<file path="src/hdl/asp_pkg.sv">
`default_nettype none
package asp_pkg;

    localparam int NODE_W    = 16;
    localparam int MAX_NODES = 1 << NODE_W;
    localparam int CNT_W     = NODE_W + 1;
    localparam int EDGE_AW   = 19;
    localparam int MAX_EDGES = 1 << EDGE_AW;
    localparam int LINK_W    = EDGE_AW + 1;
    localparam int WGT_W     = 16;
    localparam int CRD_W     = 16;
    localparam int COST_W    = 30;
    localparam int CAND_W    = COST_W + 1;
    localparam int KEY_W     = 32;
    localparam int H_W       = 20;
    localparam int DIAG_STEP     = 14;
    localparam int STRAIGHT_STEP = 10;

    localparam logic [COST_W-1:0] COST_SENT = COST_W'(999999999);

    localparam logic [1:0] REQ_COORD = 2'd0;
    localparam logic [1:0] REQ_EDGE  = 2'd1;
    localparam logic [1:0] REQ_QUERY = 2'd2;
    localparam logic [1:0] REQ_RSVD  = 2'd3;

    typedef struct packed {
        logic [1:0]        req_type;
        logic [NODE_W-1:0] node_id;
        logic [CRD_W-1:0]  coord_x;
        logic [CRD_W-1:0]  coord_y;
        logic [NODE_W-1:0] edge_target;
        logic [WGT_W-1:0]  edge_weight;
        logic [NODE_W-1:0] goal_node;
    } t_req;

    typedef struct packed {
        logic [COST_W-1:0] path_cost;
        logic              reached;
    } t_resp;

    typedef struct packed {
        logic [CRD_W-1:0] x;
        logic [CRD_W-1:0] y;
    } t_point;

    typedef struct packed {
        logic [NODE_W-1:0] target;
        logic [WGT_W-1:0]  weight;
        logic [LINK_W-1:0] next;
    } t_arc;

    typedef struct packed {
        logic [NODE_W-1:0] vertex;
        logic [KEY_W-1:0]  key;
    } t_slot;

    typedef enum logic [4:0] {
        ST_CLEAR, ST_IDLE, ST_EDGE_WR,
        ST_Q_RD, ST_Q_RS, ST_Q_HS, ST_Q_HL, ST_INIT,
        ST_POP, ST_POP_U, ST_POP_G, ST_POP_L,
        ST_SD_L, ST_SD_R, ST_SD_CMP, ST_SD_FIN,
        ST_ED_HEAD, ST_ED_CHK, ST_ED_ARC, ST_ED_POS, ST_ED_COST, ST_ED_H1, ST_ED_H2,
        ST_SU, ST_SU_CMP, ST_SU_FIN,
        ST_FIN_RD, ST_FIN, ST_DONE
    } t_state;

endpackage
`default_nettype wire

</file>
<file path="src/hdl/asp_octile.sv">
`default_nettype none
module asp_octile (
    input  wire logic           i_clk,
    input  wire asp_pkg::t_point i_a,
    input  wire asp_pkg::t_point i_b,
    output logic [asp_pkg::H_W-1:0] o_h
);
    import asp_pkg::*;

    logic [CRD_W-1:0] dx, dy, mn, mx;
    logic [H_W-1:0]   h;

    always_comb begin
        dx = (i_a.x > i_b.x) ? i_a.x - i_b.x : i_b.x - i_a.x;
        dy = (i_a.y > i_b.y) ? i_a.y - i_b.y : i_b.y - i_a.y;
        mn = (dx > dy) ? dy : dx;
        mx = (dx > dy) ? dx : dy;
        h  = H_W'(mn) * H_W'(DIAG_STEP) + H_W'(mx - mn) * H_W'(STRAIGHT_STEP);
    end

    always_ff @(posedge i_clk) begin
        o_h <= h;
    end

endmodule
`default_nettype wire
</file>
<file path="config.mk">
export PLATFORM = sky130hd
export DESIGN_NAME = asp_octile
export DESIGN_NICKNAME = d
export VERILOG_FILES = /design/src/hdl/asp_pkg.sv /design/src/hdl/asp_octile.sv
export SDC_FILE = /design/constraint.sdc
export NUM_CORES = 1
export LEC_CHECK = 0
export ABC_AREA = 1
export ABC_CLOCK_PERIOD_IN_PS = 10000
export BUFFER_PORTS_ARGS = -buffer_cell sky130_fd_sc_hd__buf_2
export CAP_MARGIN = 40
export CORE_MARGIN = 8
export CORE_UTILIZATION = 50
export CTS_CLUSTER_DIAMETER = 30
export DETAILED_ROUTE_END_ITERATION = 6
export GPL_TIMING_DRIVEN = 0
export MAX_ROUTING_LAYER = met4
export PLACE_DENSITY = 0.69
export SKIP_CTS_REPAIR_TIMING = 1
export SLEW_MARGIN = 25
export SYNTH_ARGS = -nofsm -noshare
export SYNTH_HDL_FRONTEND = slang
export SYNTH_SLANG_ARGS = --single-unit
</file>
<file path="constraint.sdc">
create_clock -name i_clk -period 10 [get_ports i_clk]
set_input_delay 2 -clock i_clk [delete_from_list [all_inputs] [get_ports i_clk]]
set_output_delay 2 -clock i_clk [all_outputs]
set_load 0.005 [all_outputs]
</file>
### After elaboration in Yosys (flattened, before gate mapping)

Cells that the tools add are included.

* flip-flop bits (word level): 20
* input port bits: 65
* output and inout port bits: 20
* logic and storage cells: 16

* add/sub/neg operators: 6
* $mul: 2
* $lt $le $gt $ge: 3
* muxes and demuxes: 4

Operator list (number)
* 16-bit 2-to-1 mux: 4
* 16-bit subtractor: 4
* 16-bit > comparator: 3
* 20-bit adder: 1
* 20-bit by 3-bit multiplier with 19-bit output (second input constant): 1
* 16-bit by 3-bit multiplier with 19-bit output (second input constant): 1
* 16-bit by 16-bit subtractor with 17-bit output: 1

### Depth between registers and ports, before layout

* depth in word-level cells: 7
* depth in mapped cells: 57
* depth with buffers taken out: 55

### Worst setup path before layout

Ideal clock, no wire load.

* path kind: input port to flip-flop
* start: input i_a[16] in the netlist's numbering
* end: register o_h[19] in the netlist's numbering
* setup time: 112 ps
* arrival: 8368 ps
* required time: 9888 ps
* path slack: 1519 ps
* cell stages on the path: 50
* path buffers: 1
* cell sequence: inv_1 ha_1 inv_1 fa_1 nand2_1 nand2_2 nand2_1 nand2_2 nand2_4 nand2_4 nand2_4 buf_6 nand2_1 nand2_1 inv_1 ha_1 nand2_1 nor2_2 [... 14 more ...] inv_1 fa_1 o21ai_0 nand4_1 o211ai_1 a21o_1 a21oi_1 o21ai_0 nand2_1 nand2_1 xor2_1 ha_1 inv_1 nor3_1 nand4_1 o211ai_1 nand3b_1 nand2_1

* word-level cells in the longest chain between the ends: 7
* elaborated cells on any way between the ends: 11
* classes of those cells: add/sub: 4; mul: 2; order compare: 2; mux: 3

Ends and longest elaborated chain
* start: declaration: RTL line asp_octile.sv:4 `input wire asp_pkg::t_point i_a,`
* 16-bit subtractor or 16-bit > comparator (tied branches): RTL line asp_octile.sv:14 `dx = (i_a.x > i_b.x) ? i_a.x - i_b.x : i_b.x - i_a.x;`
* 16-bit 2-to-1 mux (*): RTL line asp_octile.sv:14
* 16-bit > comparator: RTL line asp_octile.sv:16, asp_octile.sv:17
* 16-bit 2-to-1 mux (on tied branches): RTL line asp_octile.sv:17, asp_octile.sv:16
* 16-bit by 16-bit subtractor with 17-bit output: RTL line asp_octile.sv:18 `h = H_W'(mn) * H_W'(DIAG_STEP) + H_W'(mx - mn) * H_W'(STRAIGHT_STEP);`
* 20-bit by 3-bit multiplier with 19-bit output: RTL line asp_octile.sv:18
* 20-bit adder (*): RTL line asp_octile.sv:18
* via h[19]: RTL line asp_octile.sv:11 `logic [H_W-1:0] h;`
* end signal: assignment: RTL line asp_octile.sv:22 `o_h <= h;`
* end: declaration: RTL line asp_octile.sv:6 `output logic [asp_pkg::H_W-1:0] o_h`

The timed path passes the listed nets; every way through them passes the cells marked *.

### Worst setup path after layout

Same ends and word-level chain as after synthesis.

==> results.ini <==
[global_route]
antenna_found_initial=0
grt_util_all_layers_pct=21.2
grt_pass1_wl_um=39100
pin_count_of_the_biggest_net_entering_global_routing=11
grt_pass1_vias=8869
globalRouteOverflowTotal=0

[worst_setup_path]
crit_start=i_a[16]
cpPeakStageDelay_ps=430
crit_slowest_cell=fa_1
critical_path.endpoint_type=flop
path_max_fanout=10
worst_path_dominant_cell_family=simple AND/OR/NAND/NOR gates
critical_path_buf_inv_count=9
cp.arrival_ps=9600
worst_path_most_repeated_cell=nand2_1
critical_path_class=primary input to flop
critical_path.startpoint_type=primary input
critical_path_required_ps=10150

[timing]
report.final.setup_viol=0
fin_hold_viols=0
rsz0062_at_grt=no
final_worst_path_period_need_ps=9450
number_of_slew_limit_violations_in_the_final_report=0
final_period_util_pct=94.5
maxClockFrequency_mhz=106

[logic_synthesis]
synthesis.instances=1535
ys_ff_latch=19
synth.cell_area_sq_um=8980
synth_edf_count=0
asyncSetResetFlopFracSynth_pct=0
synth.yosys.warnings=0
syn-num-nets=1768
yosys_most_used_dff=dfxtp_1
ys_types=45
avgSynthCellArea_sq_um=5.85
synth_sequential_area_ratio_pct=4.23

[detailed_routing]
post-route-drc-count=1
post_drt_via_cell_ratio=5.03
vias=9327
wl_per_cell_um=12.6
detail_route.iter0.violations=447
routed_wl_um=23300
firstDrtPassIters=7
antenna_left=0

[min_path]
path_class_of_the_lowest_slack_min_delay_path=primary input to flop
hold_path.startpoint=i_b[16]

[floorplan]
die_w_um=150
design.core.area_sq_um=17800
die_area_sq_um=22500
die_h_um=150
initial_utilization_pct=50.5
floorplan.io_pins=85
std_cell_rows=49

[clock_tree]
cts.reportedPaths.clkPinSlew_ps=50
cts_num_sinks=19
cts_made_buffers=3
clockBufferDepth=2
clk_root_buffer_cell=clkbuf_16
tritoncts=done
h-tree-depth=1

[cells_and_area]
registers.top_by_ff_count=o_h
num_antenna_cells=0
final-seq-area_sq_um=380
largest_reg_flops=19
filler_cell_count=1928
multiInputGateArea_sq_um=7410
design.final.nets=1858
drive_above_1_share_pct=11.5
layout.cells.most_common=nand2_1
layout_cell_area_excl_fill_sq_um=9830
final_cell_mix=521 x nand2_1, 294 x inv_1, 146 x ha_1
largestRegisters=o_h (19)
areaGrowthSynthToFinish_pct=9.40
fin_util_pct=55.3

[outcome]
failed_checks=DRC
run_status=complete, but fails checks

[placement]
final_weighted_congestion_in_routability_driven_placement=0.928
port_buffers=83
place_area_sq_um=9680
post-dp-hpwl_um=20600

[flow_run]
cap_viol_max_count=0

## worst min-delay path, delay by kind of cell
family / cells / cell delay [ps]
adders and majority gates: 3 / 530
buffers and inverters: 2 / 170
## Yosys cell counts (5+ instances only)
| cell | n | area share [%] |
|---|---|---|
| and2_1 | 6 | 0.42 |
| nand3_1 | 113 | 6.3 |
| nor3_1 | 10 | 0.56 |
| nand3_2 | 9 | 1.0 |
| inv_2 | 5 | 0.21 |
| fa_1 | 22 | 4.9 |
| nand2_1 | 521 | 22 |
| nand2_4 | 10 | 1.3 |
| a21oi_2 | 5 | 0.49 |
| dfxtp_1 | 19 | 4.2 |
| nor2_1 | 58 | 2.4 |
| inv_1 | 294 | 12 |
| nor2_4 | 5 | 0.63 |
| a31oi_1 | 5 | 0.35 |
| o21ai_0 | 30 | 1.7 |
| nand2_2 | 29 | 2.0 |
| xnor2_1 | 19 | 1.9 |
| buf_2 | 7 | 0.39 |
| nand4_1 | 20 | 1.4 |
| o211ai_1 | 5 | 0.42 |
| ha_1 | 146 | 20 |
| xor2_1 | 56 | 5.5 |
| a21oi_1 | 97 | 5.4 |
## logic make-up after synthesis
| logic type | Yosys count | synth area share [%] |
|---|---|---|
| other | 1 | 0.0417 |
| buffers and inverters | 314 | 13.8 |
| adders and majority gates | 168 | 25.2 |
| and+or+nand+nor | 797 | 39.1 |
| xor gates and xnor gates | 75 | 7.31 |
| DFF | 19 | 4.23 |
| AOI/OAI and AO/OA | 161 | 10.2 |
## final cells by class
| cell class | instances | area share [%] |
|---|---|---|
| Buffer | 15 | 1.24 |
| Clock buffer | 4 | 0.802 |
| Inverter | 299 | 11.4 |
| Multi-Input combinational cell | 1202 | 75.4 |
| Sequential cell | 19 | 3.87 |
| Tap cell | 229 | 2.92 |
| Timing Repair Buffer | 85 | 4.38 |
## metal layers
metal	vias up	share of wire [%]	track usage [%]
met2	186	48	37.7
met4	0	1.9	5.55
li1	4976	-	-
met5	-	0	-
met3	28	2.8	0.635
met1	4137	47	25.8
## final timing paths
kind,endpoint,slack (ps),cells after the start
setup / recovery,o_h[19],550,49
hold / removal,o_h[1],2470,5
## stage by stage
step / hold slack (ps) / cells / setup TNS (ps) / worst slack, ps
after floorplan: 2280 / 1535 / 0 / 1520
after global placement: 2380 / 1847 / -48.6 / -48.6
after detailed placement: 2380 / 1847 / -106 / -106
after CTS: 2490 / 1851 / 0 / 105
after global routing: 2520 / 1853 / 0 / 6.92
final: 2470 / 1853 / 0 / 553
Power is not shown: default switching activity piles up to over one toggle a cycle in this logic, so the estimate is an artifact.
